===== src/design/fsft_pkg.sv =====
// ----------------------------------------------------------------------------
// fsft_pkg
// Shared types and constants for the flow shop flow time evaluator.
// ----------------------------------------------------------------------------
package fsft_pkg;

  localparam int MAX_JOBS     = 64;
  localparam int MAX_MACHINES = 16;
  localparam int TIME_BITS    = 16;

  localparam int JOB_W   = $clog2(MAX_JOBS);
  localparam int MACH_W  = $clog2(MAX_MACHINES);
  localparam int ADDR_W  = JOB_W + MACH_W;
  localparam int DEPTH   = MAX_JOBS * MAX_MACHINES;
  localparam int COMP_W  = 32;
  localparam int TOTAL_W = 40;
  localparam int MCNT_W  = 5;

  localparam int Q_DEPTH = 4;
  localparam int Q_PTR_W = $clog2(Q_DEPTH);
  localparam int Q_CNT_W = Q_PTR_W + 1;

  localparam logic FUNC_LOAD = 1'b0;
  localparam logic FUNC_EVAL = 1'b1;

  // One operation after the table lookup, as it waits for the back end.
  typedef struct packed {
    logic                 func;
    logic [MACH_W-1:0]    mach;
    logic                 first;
    logic                 final_op;
    logic [TIME_BITS-1:0] ptime;
  } op_t;

endpackage


===== src/design/fsft_back.sv =====
// ----------------------------------------------------------------------------
// fsft_back
// Execution side: computes completion times, keeps the previous job's row
// and the running total, and holds the result in an output register.
// ----------------------------------------------------------------------------
module fsft_back (
  input  logic                                clk,
  input  logic                                rst_n,
  input  logic [fsft_pkg::MCNT_W-1:0]         machine_count,
  input  logic                                head_valid,
  input  fsft_pkg::op_t                       head_op,
  output logic                                pop,
  output logic                                out_valid,
  input  logic                                out_stall,
  output logic [fsft_pkg::COMP_W-1:0]         out_completion_time,
  output logic [fsft_pkg::TOTAL_W-1:0]        out_flow_time_total,
  output logic                                out_sequence_done
);
  import fsft_pkg::*;

  logic [COMP_W-1:0]  prev_job_row_r [MAX_MACHINES];
  logic [COMP_W-1:0]  prev_machine_done_r;
  logic [TOTAL_W-1:0] running_total_r;
  logic [TOTAL_W-1:0] running_total_nxt;
  logic               out_valid_r;
  logic [COMP_W-1:0]  comp_r;
  logic [TOTAL_W-1:0] total_r;
  logic               done_r;

  logic               eval;
  logic [COMP_W-1:0]  from_mach;
  logic [COMP_W-1:0]  from_job;
  logic [COMP_W-1:0]  later;
  logic [COMP_W:0]    sum_c;
  logic [COMP_W-1:0]  comp;
  logic [MACH_W-1:0]  last_mach;
  logic               is_last;
  logic [TOTAL_W-1:0] base;
  logic [TOTAL_W:0]   sum_t;

  assign pop  = head_valid && (!out_valid_r || !out_stall);
  assign eval = head_op.func == FUNC_EVAL;

  // Effective machine count is clamped to 1..MAX_MACHINES.
  always_comb begin
    if (machine_count == '0) begin
      last_mach = '0;
    end else if (machine_count > MCNT_W'(MAX_MACHINES)) begin
      last_mach = MACH_W'(MAX_MACHINES - 1);
    end else begin
      last_mach = MACH_W'(machine_count - 1'b1);
    end
  end

  always_comb begin
    from_mach = (head_op.mach == '0) ? '0 : prev_machine_done_r;
    from_job  = head_op.first ? '0 : prev_job_row_r[head_op.mach];
    later     = (from_mach > from_job) ? from_mach : from_job;
    sum_c     = {1'b0, later} + {{(COMP_W+1-TIME_BITS){1'b0}}, head_op.ptime};
    comp      = sum_c[COMP_W] ? '1 : sum_c[COMP_W-1:0];
    is_last   = head_op.mach == last_mach;
    base      = head_op.first ? '0 : running_total_r;
    sum_t     = {1'b0, base} + {{(TOTAL_W+1-COMP_W){1'b0}}, comp};
    if (is_last) begin
      running_total_nxt = sum_t[TOTAL_W] ? '1 : sum_t[TOTAL_W-1:0];
    end else begin
      running_total_nxt = base;
    end
  end

  always_ff @(posedge clk) begin
    if (!rst_n) begin
      for (int i = 0; i < MAX_MACHINES; i++) begin
        prev_job_row_r[i] <= '0;
      end
      prev_machine_done_r <= '0;
      running_total_r     <= '0;
      out_valid_r         <= 1'b0;
    end else begin
      if (pop && eval) begin
        prev_job_row_r[head_op.mach] <= comp;
        prev_machine_done_r          <= comp;
        running_total_r              <= running_total_nxt;
      end
      if (pop) begin
        out_valid_r <= 1'b1;
      end else if (!out_stall) begin
        out_valid_r <= 1'b0;
      end
    end
    if (pop) begin
      comp_r  <= eval ? comp : '0;
      total_r <= eval ? running_total_nxt : running_total_r;
      done_r  <= eval && is_last && head_op.final_op;
    end
  end

  assign out_valid           = out_valid_r;
  assign out_completion_time = comp_r;
  assign out_flow_time_total = total_r;
  assign out_sequence_done   = done_r;

endmodule


===== config.mk =====
export PLATFORM = sky130hd
export DESIGN_NAME = fsft_back
export DESIGN_NICKNAME = d
export VERILOG_FILES = /design/src/design/fsft_pkg.sv /design/src/design/fsft_back.sv
export SDC_FILE = /design/constraint.sdc
export NUM_CORES = 1
export LEC_CHECK = 0
export BUFFER_PORTS_ARGS = -buffer_cell sky130_fd_sc_hd__buf_2
export CORE_ASPECT_RATIO = 0.75
export CORE_MARGIN = 8
export CORE_UTILIZATION = 50
export DETAILED_ROUTE_END_ITERATION = 16
export PLACE_DENSITY = 0.66
export SYNTH_ARGS = -nofsm -noshare
export SYNTH_HDL_FRONTEND = slang
export SYNTH_SLANG_ARGS = --single-unit

===== constraint.sdc =====
create_clock -name clk -period 18.9 [get_ports clk]
set_input_delay 3.78 -clock clk [delete_from_list [all_inputs] [get_ports clk]]
set_output_delay 3.78 -clock clk [all_outputs]
set_load 0.03 [all_outputs]

==> results.ini <==
[synth]
async_reset_ff_share_pct=0
syn-instance-count=2773
synthesis.area_um2=33500
avgSynthCellArea_um2=12.1
synth_seq_cells=658
synth-edff-count=585
yosysSeqAreaShare_pct=56.9
synth-main-ff-cell=edfxtp_1
synth_nets=2888
synthDistinctLibCells=91
synth_warnings=0

[clocking]
cts_inserted_buffers=67
cts_setup_buffers=0
cts-root-buf=clkbuf_16
clock_path_buffers=3
tritoncts=done
cts_num_sinks=658
cts_resized=0
cts_hold_buf=0
cts_max_level=3
clk_pin_slew_ps=60
clk_latency_ps=640

[power_and_ir_drop]
swShare_pct=30.3
pwr-share-seq_pct=44.9
cellInternalPower_mw=2.58
powerDensity_nw_per_um2=101
vdd_drop_max_v=0.0000730
p_leak_nw=13.9
combPwrFrac_pct=19.2
clkPwrFrac_pct=35.9
power.switching_mw=1.13

[layout]
fin_nets=2927
synthToLayoutAreaGrowth_pct=10.1
final_layout_size_suffix_gt1_share_pct=17.3
final_util_pct=55.4

[drt]
wl_per_cell_um=29.3
firstDrtPassIters=6
drc=0
drtIter0Drc=3786
dr_wl_met2_um=46400
wl_met3_um=15600
wl_met1_um=44400
ant_nets=0
postRouteWirelength_um=110000
top_layer=met5
num_vias=24368
via_per_inst=6.50

[placement]
port_buffers=106
gp_congestion=0.925
dpl.hpwl_um=69000

[timing]
worst_pin_slew_ps=1230
setup_viol=0
clock_skew_ps=32.0
period_needed_ps=15680
max_clock_freq_ghz=0.0638
finalCritPeriodShare_pct=82.9
slew_viol_final=0
whs_ps=455
rsz0062_at_grt=false
slew-limit-headroom_pct=17.7
tns_ps=0
hold_viol=0

[floorplanning]
die-area_um2=75500
io_pins=107
core_um2=66500
die_w_um=315
row_count=82
start_util_pct=50.3
die_h_um=240

[critical_path]
end_kind=flop
critPathArrivalTime_ps=16040
cp_top_family=compound AO/OA/AOI/OAI gates
slowest_stage=nand2_1
cp-start-kind=input pin
crit_type=input pin to flop
path_buf_inv=6
crit_required_ps=19260
slowest_delay_ps=780
crit_path_max_fanout=74

[run_status]
status=completed

[global_route]
first_global_vias=23680
grt_max_degree=93
grt.total_usage_pct=28.6
grt_remaining_overflow=0
antenna_found_initial=3
grt_pass1_wl_um=159000

[run]
cap_violations=0

[hold_path]
holdCritPathClass=flop to flop

## power by group through the flow
stage | clock network, mW | logic (mW) | registers [mW]
final | 1.33 | 0.712 | 1.67
after global routing | 1.40 | 0.751 | 1.67
after CTS | 1.34 | 0.697 | 1.67
after detailed placement | 0 | 0.694 | 1.70
after global placement | 0 | 0.686 | 1.69
after floorplan | 0 | 0.436 | 1.72
## worst paths after layout
kind | start | end | slack (ps) | cells after the start
worst min-delay path | running_total_r[25] | running_total_r[25] | 460 | 2
worst max register to register | prev_job_row_r[15][15] | out_flow_time_total[14] | 7280 | 32
worst min register to register | running_total_r[25] | running_total_r[25] | 460 | 2
worst max-delay path | head_op[18] | out_flow_time_total[14] | 3220 | 34
## cell type report
cell class              count  area (um^2)
well taps                 882         1100
diodes                      2         5.00
clock inverters            30          340
flip-flops and latches    658        19000
multi-input cells        1830        13200
clock buffers              90         1820
repair buffers            174         1070
inverters                  81          304
fillers                  5485        29600
## sequential cells by signal, summed over array words and instances (netlist names)
signal	flops
out_completion_time	32
out_flow_time_total	40
out_sequence_done	1
out_valid	1
prev_job_row_r	512
prev_machine_done_r	32
running_total_r	40
## per-stage QoR
stage / area, um^2 / std cells / power (mW) / setup slack, ps
final: 36900 / 3747 / 3.71 / 3220
after floorplan: 33500 / 2773 / 2.15 / 5310
after global routing: 36900 / 3745 / 3.82 / 2710
after detailed placement: 34700 / 3625 / 2.39 / 2900
after CTS: 36900 / 3745 / 3.71 / 3500
after global placement: 34700 / 3625 / 2.38 / 3230
## placed cells by master, fill, tap and decap left out, drive strengths merged, types with 26 or more instances in the layout
cell type,Yosys,layout
nor2,641,641
edfxtp,585,585
buf,79,173
nand2,166,166
mux4,149,149
o21ai,130,130
a21oi,130,130
clkbuf,125,91
inv,81,86
ha,81,81
dfxtp,73,73
a21o,46,46
nand3,46,46
nor2b,33,33
and2,30,30
xnor2,26,26
a31oi,26,26
## layer usage
metal | global-route usage [%] | vias to the layer above
li1 | - | 10302
met1 | 40.7 | 12154
met2 | 40.9 | 1679
met3 | 10.4 | 231
met4 | 8.26 | 2
met5 | 0 | -
## cell families (layout without fill, tap and decap cells)
family / Yosys count / in the layout / share of synthesized area, %
adder cells (fa/ha/maj): 85 / 85 / 3.21
AO/OA/AOI/OAI: 495 / 495 / 9.76
AND/OR/NAND/NOR: 1018 / 1018 / 13.6
XOR/XNOR: 44 / 44 / 1.15
flip-flops: 658 / 658 / 56.9
multiplexers: 188 / 188 / 11.4
buffers and inverters: 285 / 375 / 4.00
other: 0 / 2 / 0
## cell usage after synthesis, types with 18 or more instances
library cell | instances | share of area (%)
o22ai_1 | 19 | 0.36
a211oi_1 | 22 | 0.49
clkbuf_1 | 125 | 1.4
nor2_1 | 625 | 7.0
o21ai_0 | 128 | 1.9
xnor2_1 | 26 | 0.68
nand3_1 | 46 | 0.69
inv_1 | 80 | 0.90
mux2_2 | 23 | 0.77
a21oi_1 | 124 | 1.9
and2_1 | 30 | 0.56
ha_1 | 81 | 3.0
buf_2 | 20 | 0.30
buf_4 | 20 | 0.45
a31oi_1 | 25 | 0.47
nand2_1 | 166 | 1.9
nor2b_1 | 33 | 0.62
nor3_1 | 20 | 0.30
and3_1 | 21 | 0.39
nand4_1 | 20 | 0.37
a21o_1 | 46 | 1.0
dfxtp_1 | 73 | 4.4
xor2_1 | 18 | 0.47
buf_1 | 20 | 0.22
mux4_2 | 138 | 9.3
edfxtp_1 | 585 | 52
## tightest hold or removal path, delay by kind of cell, from the launching register on
family,cells,cell delay [ps]
AO/OA/AOI/OAI,1,50
flip-flops,1,310
AND/OR/NAND/NOR,1,50
No activity file was read; power rests on OpenSTA's default activity.
