[src/design/fsft_pkg.sv]
// ----------------------------------------------------------------------------
// fsft_pkg
// Shared types and constants for the flow shop flow time evaluator.
// ----------------------------------------------------------------------------
package fsft_pkg;

  localparam int MAX_JOBS     = 64;
  localparam int MAX_MACHINES = 16;
  localparam int TIME_BITS    = 16;

  localparam int JOB_W   = $clog2(MAX_JOBS);
  localparam int MACH_W  = $clog2(MAX_MACHINES);
  localparam int ADDR_W  = JOB_W + MACH_W;
  localparam int DEPTH   = MAX_JOBS * MAX_MACHINES;
  localparam int COMP_W  = 32;
  localparam int TOTAL_W = 40;
  localparam int MCNT_W  = 5;

  localparam int Q_DEPTH = 4;
  localparam int Q_PTR_W = $clog2(Q_DEPTH);
  localparam int Q_CNT_W = Q_PTR_W + 1;

  localparam logic FUNC_LOAD = 1'b0;
  localparam logic FUNC_EVAL = 1'b1;

  // One operation after the table lookup, as it waits for the back end.
  typedef struct packed {
    logic                 func;
    logic [MACH_W-1:0]    mach;
    logic                 first;
    logic                 final_op;
    logic [TIME_BITS-1:0] ptime;
  } op_t;

endpackage

[src/design/fsft_queue.sv]
// ----------------------------------------------------------------------------
// fsft_queue
// Short first-in first-out buffer between the front and back ends.
// ----------------------------------------------------------------------------
module fsft_queue (
  input  logic                         clk,
  input  logic                         rst_n,
  input  logic                         push,
  input  fsft_pkg::op_t                push_op,
  input  logic                         pop,
  output logic                         head_valid,
  output fsft_pkg::op_t                head_op,
  output logic [fsft_pkg::Q_CNT_W-1:0] count
);
  import fsft_pkg::*;

  op_t                entries_r [Q_DEPTH];
  logic [Q_PTR_W-1:0] wr_ptr_r;
  logic [Q_PTR_W-1:0] rd_ptr_r;
  logic [Q_CNT_W-1:0] count_r;
  logic [Q_CNT_W-1:0] count_nxt;

  always_comb begin
    count_nxt = count_r;
    if (push && !pop) begin
      count_nxt = count_r + 1'b1;
    end else if (pop && !push) begin
      count_nxt = count_r - 1'b1;
    end
  end

  always_ff @(posedge clk) begin
    if (!rst_n) begin
      wr_ptr_r <= '0;
      rd_ptr_r <= '0;
      count_r  <= '0;
    end else begin
      if (push) begin
        wr_ptr_r <= wr_ptr_r + 1'b1;
      end
      if (pop) begin
        rd_ptr_r <= rd_ptr_r + 1'b1;
      end
      count_r <= count_nxt;
    end
    if (push) begin
      entries_r[wr_ptr_r] <= push_op;
    end
  end

  assign head_valid = count_r != '0;
  assign head_op    = entries_r[rd_ptr_r];
  assign count      = count_r;

endmodule

[config.mk]
export PLATFORM = sky130hd
export DESIGN_NAME = fsft_queue
export DESIGN_NICKNAME = d
export VERILOG_FILES = /design/src/design/fsft_pkg.sv /design/src/design/fsft_queue.sv
export SDC_FILE = /design/constraint.sdc
export NUM_CORES = 1
export LEC_CHECK = 0
export BUFFER_PORTS_ARGS = -buffer_cell sky130_fd_sc_hd__buf_2
export CAP_MARGIN = 25
export CORE_UTILIZATION = 45
export CTS_CLUSTER_SIZE = 40
export DETAILED_ROUTE_END_ITERATION = 12
export PLACE_DENSITY = 0.64
export SYNTH_ARGS = -nofsm -noshare
export SYNTH_HDL_FRONTEND = slang
export SYNTH_SLANG_ARGS = --single-unit
[constraint.sdc]
create_clock -name clk -period 2.42 [get_ports clk]
set_input_delay 0.484 -clock clk [delete_from_list [all_inputs] [get_ports clk]]
set_output_delay 0.484 -clock clk [all_outputs]
set_load 0.05 [all_outputs]
==> flow_summary.rst, run 1 <==
.. list-table::
   :header-rows: 1

   * - Metric
     - Value
   * - Top cell family by delay on the critical path
     - multiplexers
   * - Final hold violations
     - 0
   * - FILL cells
     - 659
   * - Gr usage total
     - 0.148
   * - Post-synthesis instance area
     - 3790 um2
   * - Initial drt markers
     - 54
   * - Required time reported for the critical path endpoint
     - 1940 ps
   * - H-Tree Level Count
     - 3
   * - Placed Cells incl. Taps
     - 321
   * - Fraction of power consumed by sequential logic
     - 0.520
   * - Power per cell area
     - approximately 900 nW/um2
   * - Max Freq
     - between 400 and 500 MHz
   * - Via total after detailed routing
     - about 1700
   * - Switching power as a share of total power
     - 0.260
   * - Slew margin rel.
     - 0.764
   * - Final Util
     - 0.542
   * - First-pass GRT wire length
     - 9220 um
   * - Starting density of the core
     - 0.464
   * - Worst setup skew after layout
     - ~4.1 ps
   * - Maximum single-stage delay on the critical path
     - slightly below 600 ps
   * - Hold crit path type
     - primary input to flip-flop
   * - Share of final-layout standard cells stronger than drive strength 1
     - 0.409
   * - Worst path bufs/invs
     - 2
   * - Number of unique standard cell types used by synthesis
     - 19
   * - CTS max path bufs
     - 2
   * - Post-place setup slack
     - 410 ps
   * - Total Die Area
     - about 8800 um2
   * - Clk pin slew, worst setup/hold paths
     - 90 ps
   * - Synthesized Nets
     - about 200
   * - Post-detailed-route count of antenna-violating nets
     - 0
   * - Total clock sinks
     - 101
   * - Worst-margin pin slew
     - around 350 ps
   * - Final slew viol count
     - 0
   * - Instance area at placement
     - between 4000 and 5000 um2
   * - Worst-case setup margin in the final layout
     - approximately 200 ps
   * - Multi-input logic area
     - about 770 um2
   * - Total congestion overflow after global routing
     - 0
   * - Proportion of synthesized chip area in sequential cells
     - 0.776
   * - Drt first pass iters
     - 4
   * - PostCTS Resize Cnt
     - 0
   * - Postcts setup bufs
     - 0
   * - Count of unresolved DRC violations after routing
     - 0
   * - Number of instances in the synthesized netlist
     - 162
   * - Cell-by-cell trace of the critical path
     - buf_12, mux4_1, buf_2
   * - Clock buffers created by TritonCTS
     - 9
   * - Mean cell area of the mapped netlist
     - 23.4 um2
   * - Max-Cap Viols
     - 0
   * - Number of cells in the finished layout apart from fillers
     - roughly 340
   * - Outcome
     - complete, no violations
   * - Final RePlAce weighted congestion
     - 0.724
   * - Buffers on Ports
     - 53
   * - Post-detailed-routing wire length
     - 5920 um
   * - Critical Path Source Type
     - flip-flop
   * - CP max FO
     - 23
   * - Number of antenna violations at the first check in global routing
     - 0
   * - CTS Root Buffer Type
     - sky130_fd_sc_hd__clkbuf_8
   * - Count of pins on the block boundary
     - 54
   * - Pin count of the biggest net entering global routing
     - 24
   * - Placed wire-length estimate after detailed placement
     - between 3000 and 4000 um
   * - Yosys Warn Count
     - 0
   * - Hold_buf cts
     - 0
   * - Crit path kind
     - flip-flop to primary output
   * - Combinational Power Share
     - 0.159
   * - Storage cell area
     - 2940 um2
   * - Largest vdd supply drop
     - between 0.3 and 0.4 mV
   * - Clock share of power
     - 0.320
   * - Static leakage
     - 1.55 nW
   * - Net total in the final layout
     - 260
   * - Standard cell core area
     - 8180 um2
   * - Final Critical Period
     - roughly 2200 ps
   * - Die extent in x
     - 93.8 um
   * - CTS tree
     - done
   * - Kind of end point of the critical path
     - primary output
   * - Net Sw Power
     - between 1 and 1.5 mW
   * - Setup repair after global routing missed its margin
     - false
   * - Final count of negative-setup-slack endpoints
     - 0
   * - Per-cell via count in the routed design
     - 5.08
   * - Design area
     - 4430 um2
   * - Total of flip-flops plus latches after synthesis
     - between 100 and 150
   * - Cell type of the slowest stage on the worst timing path
     - sky130_fd_sc_hd__mux4_1
   * - Internal power summed over all cells
     - between 2 and 3 mW
   * - Antenna Diode Count
     - 0
   * - Synthesis-to-layout area growth
     - 16.9%
   * - Setup TNS
     - 0 ps
   * - Share of the cycle needed by the critical path after routing
     - 0.917
   * - Vias in the first global route
     - approximately 1800
   * - Insertion delay to the later sink of the worst-skew pair
     - 350 ps
   * - Detailed-route wire length per cell
     - ~18 um
   * - Die Y
     - 93.8 um
   * - Placement Rows
     - 33
   * - Data arrival time at the worst-slack endpoint
     - 1740 ps
[Yosys cell counts, drive strengths merged]
master,number,area [um2]
a21boi,1,7.51
and2,9,56.3
buf,5,61.3
dfxtp,9,180
edfxtp,92,2760
fa,1,20.0
ha,5,62.6
inv,4,15.0
mux2i,2,20.0
mux4,23,529
nand2,1,3.75
nor2b,2,12.5
o21ai,1,5.00
or3,2,12.5
xnor2,2,17.5
xor2,3,26.3
[layer usage]
layer	share of wire	routed length, um	track usage	up-vias
li1	-	-	-	792
met1	0.44	2600	0.190	865
met2	0.50	2950	0.238	48
met3	0.050	294	0.0372	6
met4	0.013	78	0.0692	0
met5	0	0	0	-
[state kept, by name (all words and copies together) (netlist names), named ones only]
signal     flops
entries_r     92
count          3
wr_ptr_r       2
rd_ptr_r       2
[stage by stage]
step                      hold WS (ps)  power [mW]
after CTS                          324        3.94
after global routing               325        4.05
after detailed placement           514        2.70
final                              339        3.90
after floorplan                    528        2.55
after global placement             496        2.69
[cell type report]
class                           count  share of cell area
Inverter                            4             0.00339
Clock inverter                      7              0.0277
Clock buffer                        9              0.0279
Tap cell                          105              0.0296
Multi-Input combinational cell     52               0.174
Sequential cell                   101               0.664
Timing Repair Buffer               59              0.0728
[cell families (layout without fill, tap and decap cells)]
| family | after synthesis | count (layout) | synth area share |
|---|---|---|---|
| and+or+nand+nor | 14 | 14 | 0.0224 |
| xor gates and xnor gates | 5 | 5 | 0.0115 |
| AOI/OAI and AO/OA | 2 | 2 | 0.00330 |
| muxes | 25 | 25 | 0.145 |
| DFF | 101 | 101 | 0.776 |
| buffers and inverters | 9 | 79 | 0.0201 |
| adders and majority gates | 6 | 6 | 0.0218 |
[placed cells by master, fill, tap and decap left out, drive strengths merged]
| master | n |
|---|---|
| a21boi | 1 |
| and2 | 9 |
| buf | 59 |
| bufinv | 3 |
| clkbuf | 9 |
| clkinv | 3 |
| dfxtp | 9 |
| edfxtp | 92 |
| fa | 1 |
| ha | 5 |
| inv | 5 |
| mux2i | 2 |
| mux4 | 23 |
| nand2 | 1 |
| nor2b | 2 |
| o21ai | 1 |
| or3 | 2 |
| xnor2 | 2 |
| xor2 | 3 |
[final timing paths]
path / start / to / slack, ps / cells after the start
worst max register to register: count[0]$_SDFFE_PN0P_ / count[2]$_SDFFE_PN0P_ / 920 / 4
worst min-delay path: push_op[3] / entries_r[2][3]$_DFFE_PP_ / 340 / 1
worst max-delay path: flip-flop / head_op[13] / 200 / 3
worst min register to register: count[2]$_SDFFE_PN0P_ / count[2]$_SDFFE_PN0P_ / 520 / 2
[power groups by stage]
stage / logic, mW / clock network, mW / registers, mW
final: 0.622 / 1.25 / 2.03
after floorplan: 0.457 / 0 / 2.09
after CTS: 0.633 / 1.28 / 2.03
after global routing: 0.661 / 1.35 / 2.04
after detailed placement: 0.633 / 0 / 2.07
after global placement: 0.627 / 0 / 2.06
Power figures use the tool's default switching activity.
==> run 2, diff against run 1 <==
--- a/config.mk
+++ b/config.mk
@@ -7,10 +7,12 @@
 export LEC_CHECK = 0
 export BUFFER_PORTS_ARGS = -buffer_cell sky130_fd_sc_hd__buf_2
 export CAP_MARGIN = 25
+export CORE_MARGIN = 5
 export CORE_UTILIZATION = 45
 export CTS_CLUSTER_SIZE = 40
 export DETAILED_ROUTE_END_ITERATION = 12
-export PLACE_DENSITY = 0.64
+export MAX_ROUTING_LAYER = met4
+export PLACE_DENSITY = 0.65
 export SYNTH_ARGS = -nofsm -noshare
 export SYNTH_HDL_FRONTEND = slang
 export SYNTH_SLANG_ARGS = --single-unit
==> flow_summary.rst, run 2 (synthesized netlist as in run 1, its figures left out) <==
.. list-table::
   :header-rows: 1

   * - Metric
     - Value
   * - Switching power as a share of total power
     - 0.284 (+0.0245)
   * - Crit path kind
     - flip-flop to primary output
   * - Initial drt markers
     - 73 (+35%)
   * - Kind of end point of the critical path
     - primary output
   * - Clk pin slew, worst setup/hold paths
     - 100 ps (about the same)
   * - Vias in the first global route
     - 1809 (+3.4%)
   * - Clock share of power
     - 0.263 (-0.057)
   * - Number of antenna violations at the first check in global routing
     - 0 (unchanged)
   * - Instance area at placement
     - 4210 um2 (+0.54%)
   * - Setup repair after global routing missed its margin
     - false
   * - Total clock sinks
     - 101 (unchanged)
   * - Hold crit path type
     - primary input to flip-flop
   * - Drt first pass iters
     - 4 (unchanged)
   * - Placement Rows
     - 33 (unchanged)
   * - Number of cells in the finished layout apart from fillers
     - 340 (+0.89%)
   * - First-pass GRT wire length
     - 9800 um (+6.4%)
   * - H-Tree Level Count
     - 3 (unchanged)
   * - Setup TNS
     - 0 ps (unchanged)
   * - Storage cell area
     - 2940 um2 (unchanged)
   * - Pin count of the biggest net entering global routing
     - 24 (unchanged)
   * - Gr usage total
     - 0.132 (-0.0164)
   * - Count of unresolved DRC violations after routing
     - 0 (unchanged)
   * - Starting density of the core
     - 0.462 (-0.00233)
   * - Buffers on Ports
     - 53 (unchanged)
   * - Design area
     - 4380 um2 (-1.1%)
   * - Clock buffers created by TritonCTS
     - 9 (unchanged)
   * - Static leakage
     - 1.53 nW (-1.5%)
   * - Power per cell area
     - 821 nW/um2 (-6.6%)
   * - Detailed-route wire length per cell
     - 17.8 um (+1.1%)
   * - Post-detailed-routing wire length
     - 6040 um (+2.0%)
   * - FILL cells
     - 633 (-3.9%)
   * - Required time reported for the critical path endpoint
     - 1940 ps (about the same)
   * - Data arrival time at the worst-slack endpoint
     - 1710 ps (-30 ps)
   * - Via total after detailed routing
     - 1734 (+1.3%)
   * - Per-cell via count in the routed design
     - 5.10 (+0.45%)
   * - Final Critical Period
     - 2190 ps (-26.1 ps)
   * - CTS Root Buffer Type
     - sky130_fd_sc_hd__clkbuf_8
   * - Fraction of power consumed by sequential logic
     - 0.563 (+0.043)
   * - Internal power summed over all cells
     - 2.58 mW (-11%)
   * - Hold Path End
     - entries_r[2][21]$_DFFE_PP_
   * - Max Freq
     - 456 MHz (+1.2%)
   * - CTS tree
     - done
   * - Maximum single-stage delay on the critical path
     - 570 ps (about the same)
   * - Startpoint of the lowest-slack register-to-register path
     - wr_ptr_r[1]$_SDFFE_PN0P_
   * - Total congestion overflow after global routing
     - 0 (unchanged)
   * - Net total in the final layout
     - 263 (+1.2%)
   * - Slack of the worst reg-to-reg path
     - 870 ps (-50 ps)
   * - Leading cell types in the layout, fill and taps excluded
     - sky130_fd_sc_hd__edfxtp_1 (92), sky130_fd_sc_hd__buf_2 (53), sky130_fd_sc_hd__mux4_2 (20)
   * - CTS max path bufs
     - 2 (unchanged)
   * - Outcome
     - complete, no violations
   * - Register with the highest flop count
     - entries_r
   * - Hold_buf cts
     - 0 (unchanged)
   * - Final hold violations
     - 0 (unchanged)
   * - CP max FO
     - 8 (-65%)
   * - Final slew viol count
     - 0 (unchanged)
   * - PostCTS Resize Cnt
     - 0 (unchanged)
   * - Instance count along the most critical hold path
     - 1 (unchanged)
   * - Postcts setup bufs
     - 0 (unchanged)
   * - Die Y
     - 102 um (+8.5%)
   * - Worst-case reg-to-reg path depth
     - 4 (unchanged)
   * - Final RePlAce weighted congestion
     - 0.696 (-3.9%)
   * - Cell-by-cell trace of the critical path
     - buf_4, mux4_1, buf_2
   * - Share of final-layout standard cells stronger than drive strength 1
     - 0.417 (+0.00754)
   * - Total Die Area
     - 10400 um2 (+18%)
   * - Count of pins on the block boundary
     - 54 (unchanged)
   * - Combinational Power Share
     - 0.175 (+0.016)
   * - Antenna Diode Count
     - 0 (unchanged)
   * - Synthesis-to-layout area growth
     - 15.6%
   * - Standard cell core area
     - 8220 um2 (+0.51%)
   * - Die extent in x
     - 102 um (+8.5%)
   * - Slew margin rel.
     - 0.703 (-0.0617)
   * - Final count of negative-setup-slack endpoints
     - 0 (unchanged)
   * - Net Sw Power
     - 1.02 mW (+1.1%)
   * - Number of flip-flops under the largest register name
     - 92 (unchanged)
   * - End of the worst register-to-register path
     - entries_r[1][14]$_DFFE_PP_
   * - Multi-input logic area
     - 773 um2 (unchanged)
   * - Max-Cap Viols
     - 0 (unchanged)
   * - Largest vdd supply drop
     - 0.448 mV (+34%)
   * - Hold slack final
     - 331 ps (-8.42 ps)
   * - Worst setup skew after layout
     - 8.69 ps (+4.55 ps)
   * - Critical Path Source Type
     - flip-flop
   * - Tot Pwr
     - 3.60 mW (-7.6%)
   * - Hold Startpoint
     - push_op[21]
   * - Cell type of the slowest stage on the worst timing path
     - sky130_fd_sc_hd__mux4_1
   * - Placed Cells incl. Taps
     - 324 (+0.93%)
   * - Placed wire-length estimate after detailed placement
     - 3900 um (+7.5%)
   * - Insertion delay to the later sink of the worst-skew pair
     - 350 ps (about the same)
   * - Post-detailed-route count of antenna-violating nets
     - 0 (unchanged)
   * - Share of the cycle needed by the critical path after routing
     - 0.906 (-0.0108)
   * - Worst-margin pin slew
     - 446 ps (+92.5 ps)
   * - Most common cell after layout, fill and taps aside
     - sky130_fd_sc_hd__edfxtp_1
## run 2: cell types whose count changed in the layout (fill, tap and decap cells not counted)
cell,change
sky130_fd_sc_hd__buf_4,+3
sky130_fd_sc_hd__bufinv_16,-3
sky130_fd_sc_hd__clkinvlp_4,+2
sky130_fd_sc_hd__inv_6,+2
sky130_fd_sc_hd__clkbuf_1,+1
sky130_fd_sc_hd__clkinv_1,-1
sky130_fd_sc_hd__clkinv_2,+1
sky130_fd_sc_hd__clkinv_4,-1
sky130_fd_sc_hd__inv_8,-1
## run 2: worst max-delay path: cells and delay by family (launching register included)
kind                   cells  cell delay (ps)
muxes                      1              570
buffers and inverters      2              430
DFF                        1              360
## run 2: area by class of cell
cell class	count	area share
inverters	4	0.00343
clock buffers	10	0.0291
flip-flops and latches	101	0.672
repair buffers	62	0.0788
multi-input cells	52	0.176
well taps	105	0.0300
clock inverters	6	0.0106
## run 2: worst max-delay path by stage
| stage | from | endpoint | slack (ps) | depth (start not counted) |
|---|---|---|---|---|
| 2_1_floorplan | pop | count[2]$_SDFFE_PN0P_ | 680 | 7 |
| 3_3_place_gp | push | count[2]$_SDFFE_PN0P_ | 500 | 7 |
| 3_5_place_dp | push | count[2]$_SDFFE_PN0P_ | 410 | 7 |
| 4_1_cts | flip-flop | head_op[14] | 190 | 3 |
| 5_1_grt | flip-flop | head_op[14] | 150 | 3 |
| 6_report | flip-flop | head_op[14] | 230 | 3 |
## run 2: routing by layer
metal / GRT usage / vias to the layer above / wire (um)
met5: - / - / 0
met4: 0.0429 / 0 / 87
met3: 0.0434 / 11 / 418
met2: 0.200 / 53 / 2970
met1: 0.170 / 878 / 2570
li1: - / 792 / -
## run 2: power by group through the flow
stage,registers [mW],clock network (mW),logic (mW)
3_5_place_dp,2.07,0,0.637
4_1_cts,2.03,0.973,0.640
2_1_floorplan,2.09,0,0.457
6_report,2.03,0.946,0.628
3_3_place_gp,2.07,0,0.634
5_1_grt,2.04,1.05,0.670
## run 2: through the flow
step           worst slack (ps)  utilization
3_3_place_gp                497        0.512
6_report                    227        0.533
2_1_floorplan               678            -
5_1_grt                     146        0.533
4_1_cts                     189        0.533
3_5_place_dp                407        0.512
==> run 3, diff against run 2 <==
--- a/config.mk
+++ b/config.mk
@@ -7,6 +7,7 @@
 export LEC_CHECK = 0
 export BUFFER_PORTS_ARGS = -buffer_cell sky130_fd_sc_hd__buf_2
 export CAP_MARGIN = 25
+export CORE_ASPECT_RATIO = 1.75
 export CORE_MARGIN = 5
 export CORE_UTILIZATION = 45
 export CTS_CLUSTER_SIZE = 40
==> flow_summary.rst, run 3 (synthesized netlist as in run 1, its figures left out) <==
.. list-table::
   :header-rows: 1

   * - Metric
     - Value
   * - Standard cell core area
     - 8260 um2 (+0.50%)
   * - Register with the highest flop count
     - entries_r
   * - Required time reported for the critical path endpoint
     - 1940 ps (about the same)
   * - Hold crit path type
     - primary input to flip-flop
   * - Die Y
     - 131 um (+29%)
   * - Max-Cap Viols
     - 0 (unchanged)
   * - Most common cell after layout, fill and taps aside
     - sky130_fd_sc_hd__edfxtp_1
   * - Data arrival time at the worst-slack endpoint
     - 1820 ps (+110 ps)
   * - Final hold violations
     - 0 (unchanged)
   * - Setup TNS
     - 0 ps (unchanged)
   * - Total Die Area
     - 10400 um2 (+0.70%)
   * - CP max FO
     - 8 (unchanged)
   * - Per-cell via count in the routed design
     - 5.21 (+2.2%)
   * - Post-detailed-route count of antenna-violating nets
     - 0 (unchanged)
   * - Via total after detailed routing
     - 1700 (-2.0%)
   * - Initial drt markers
     - 94 (+29%)
   * - Placement Rows
     - 44 (+33%)
   * - Number of cells in the finished layout apart from fillers
     - 326 (-4.1%)
   * - Buffers on Ports
     - 53 (unchanged)
   * - Design area
     - 4480 um2 (+2.3%)
   * - Postcts setup bufs
     - 0 (unchanged)
   * - Pin count of the biggest net entering global routing
     - 24 (unchanged)
   * - PostCTS Resize Cnt
     - 0 (unchanged)
   * - Final slew viol count
     - 0 (unchanged)
   * - Gr usage total
     - 0.136 (+0.00378)
   * - Instance area at placement
     - 4170 um2 (-0.86%)
   * - Leading cell types in the layout, fill and taps excluded
     - sky130_fd_sc_hd__edfxtp_1 (92), sky130_fd_sc_hd__buf_2 (53), sky130_fd_sc_hd__mux4_2 (20)
   * - Count of pins on the block boundary
     - 54 (unchanged)
   * - Outcome
     - complete, no violations
   * - Power per cell area
     - 918 nW/um2 (+12%)
   * - Starting density of the core
     - 0.459 (-0.00231)
   * - Final RePlAce weighted congestion
     - 0.724 (+4.1%)
   * - Synthesis-to-layout area growth
     - 18.2%
   * - Die extent in x
     - 79.4 um (-22%)
   * - Insertion delay to the later sink of the worst-skew pair
     - 330 ps (-20 ps)
   * - Final count of negative-setup-slack endpoints
     - 0 (unchanged)
   * - Final Util
     - 0.543 (+0.00960)
   * - Number of antenna violations at the first check in global routing
     - 0 (unchanged)
   * - CTS Root Buffer Type
     - sky130_fd_sc_hd__clkbuf_16
   * - First-pass GRT wire length
     - 9940 um (+1.3%)
   * - Worst-margin pin slew
     - 382 ps (-63.6 ps)
   * - Share of final-layout standard cells stronger than drive strength 1
     - 0.402 (-0.0153)
   * - Largest vdd supply drop
     - 0.484 mV (+8.1%)
   * - Net total in the final layout
     - 262 (-0.38%)
   * - Antenna Diode Count
     - 0 (unchanged)
   * - Crit path kind
     - flip-flop to primary output
   * - Placed wire-length estimate after detailed placement
     - 4190 um (+7.3%)
   * - Hold_buf cts
     - 0 (unchanged)
   * - Post-detailed-routing wire length
     - 6230 um (+3.2%)
   * - Final Critical Period
     - 2300 ps (+111 ps)
   * - Max Freq
     - 434 MHz (-4.8%)
   * - Share of the cycle needed by the critical path after routing
     - 0.952 (+0.0460)
   * - CTS max path bufs
     - 2 (unchanged)
   * - Total clock sinks
     - 101 (unchanged)
   * - Clk pin slew, worst setup/hold paths
     - 60 ps (-40 ps)
   * - Slew margin rel.
     - 0.745 (+0.0424)
   * - Static leakage
     - 1.58 nW (+3.5%)
   * - Detailed-route wire length per cell
     - 19.1 um (+7.7%)
   * - Drt first pass iters
     - 4 (unchanged)
   * - Setup repair after global routing missed its margin
     - false
   * - Count of unresolved DRC violations after routing
     - 0 (unchanged)
   * - Number of flip-flops under the largest register name
     - 92 (unchanged)
   * - Worst setup skew after layout
     - 5.50 ps (-3.19 ps)
   * - Vias in the first global route
     - 1863 (+3.0%)
   * - Kind of end point of the critical path
     - primary output
   * - Critical Path Source Type
     - flip-flop
   * - H-Tree Level Count
     - 3 (unchanged)
   * - Clock buffers created by TritonCTS
     - 9 (unchanged)
   * - CTS tree
     - done
   * - Placed Cells incl. Taps
     - 310 (-4.3%)
   * - Total congestion overflow after global routing
     - 0 (unchanged)
run 3: changes by cell type in the layout (fill, tap and decap cells not counted), sizes merged:
cell | before | now
clkbuf | 10 | 11
buf | 62 | 61
inv | 6 | 4
clkinvlp | 2 | 1
bufinv | 0 | 2
run 3: layout make-up:
type                       count  area, um2
sequential                   101       2940
multi-input combinational     52        773
clock buffer                  11        233
fill                         653       3770
clock inverter                 5       75.1
inverter                       4       15.0
timing repair buffer          61        329
tap                           92        115
run 3: through the flow:
| step | hold WS [ps] | worst slack, ps | total power [mW] |
|---|---|---|---|
| 2_1_floorplan | 528 | 678 | 2.55 |
| 5_1_grt | 349 | 20.0 | 4.28 |
| 3_5_place_dp | 501 | 422 | 2.70 |
| 4_1_cts | 347 | 50.6 | 4.17 |
| 6_report | 364 | 116 | 4.12 |
| 3_3_place_gp | 491 | 427 | 2.69 |
run 3: worst max-delay path: stages (launching register included):
cell	delay, ps
sky130_fd_sc_hd__dfxtp_2	460
sky130_fd_sc_hd__buf_4	260
sky130_fd_sc_hd__mux4_2	540
sky130_fd_sc_hd__buf_2	230
run 3: path summary, 6_finish.rpt:
check | start | end | slack [ps] | cells after the start
worst max-delay path | flip-flop | head_op[2] | 120 | 3
worst min register to register | count[2]$_SDFFE_PN0P_ | count[2]$_SDFFE_PN0P_ | 510 | 2
worst max register to register | wr_ptr_r[0]$_SDFFE_PN0P_ | entries_r[2][15]$_DFFE_PP_ | 920 | 4
worst min-delay path | push_op[19] | entries_r[0][19]$_DFFE_PP_ | 360 | 1
run 3: where the power goes:
| group | switching (mW) | internal, mW |
|---|---|---|
| Combinational | 0.426 | 0.195 |
| Clock | 0.563 | 0.899 |
| Sequential | 0.0345 | 2.00 |
| Total | 1.02 | 3.09 |
run 3: per-layer routing:
| layer | vias to the layer above | routed length, um | GRT usage |
|---|---|---|---|
| li1 | 792 | - | - |
| met1 | 849 | 2350 | 0.143 |
| met2 | 52 | 3460 | 0.227 |
| met3 | 7 | 326 | 0.0384 |
| met4 | 0 | 97 | 0.0717 |
| met5 | - | 0 | - |
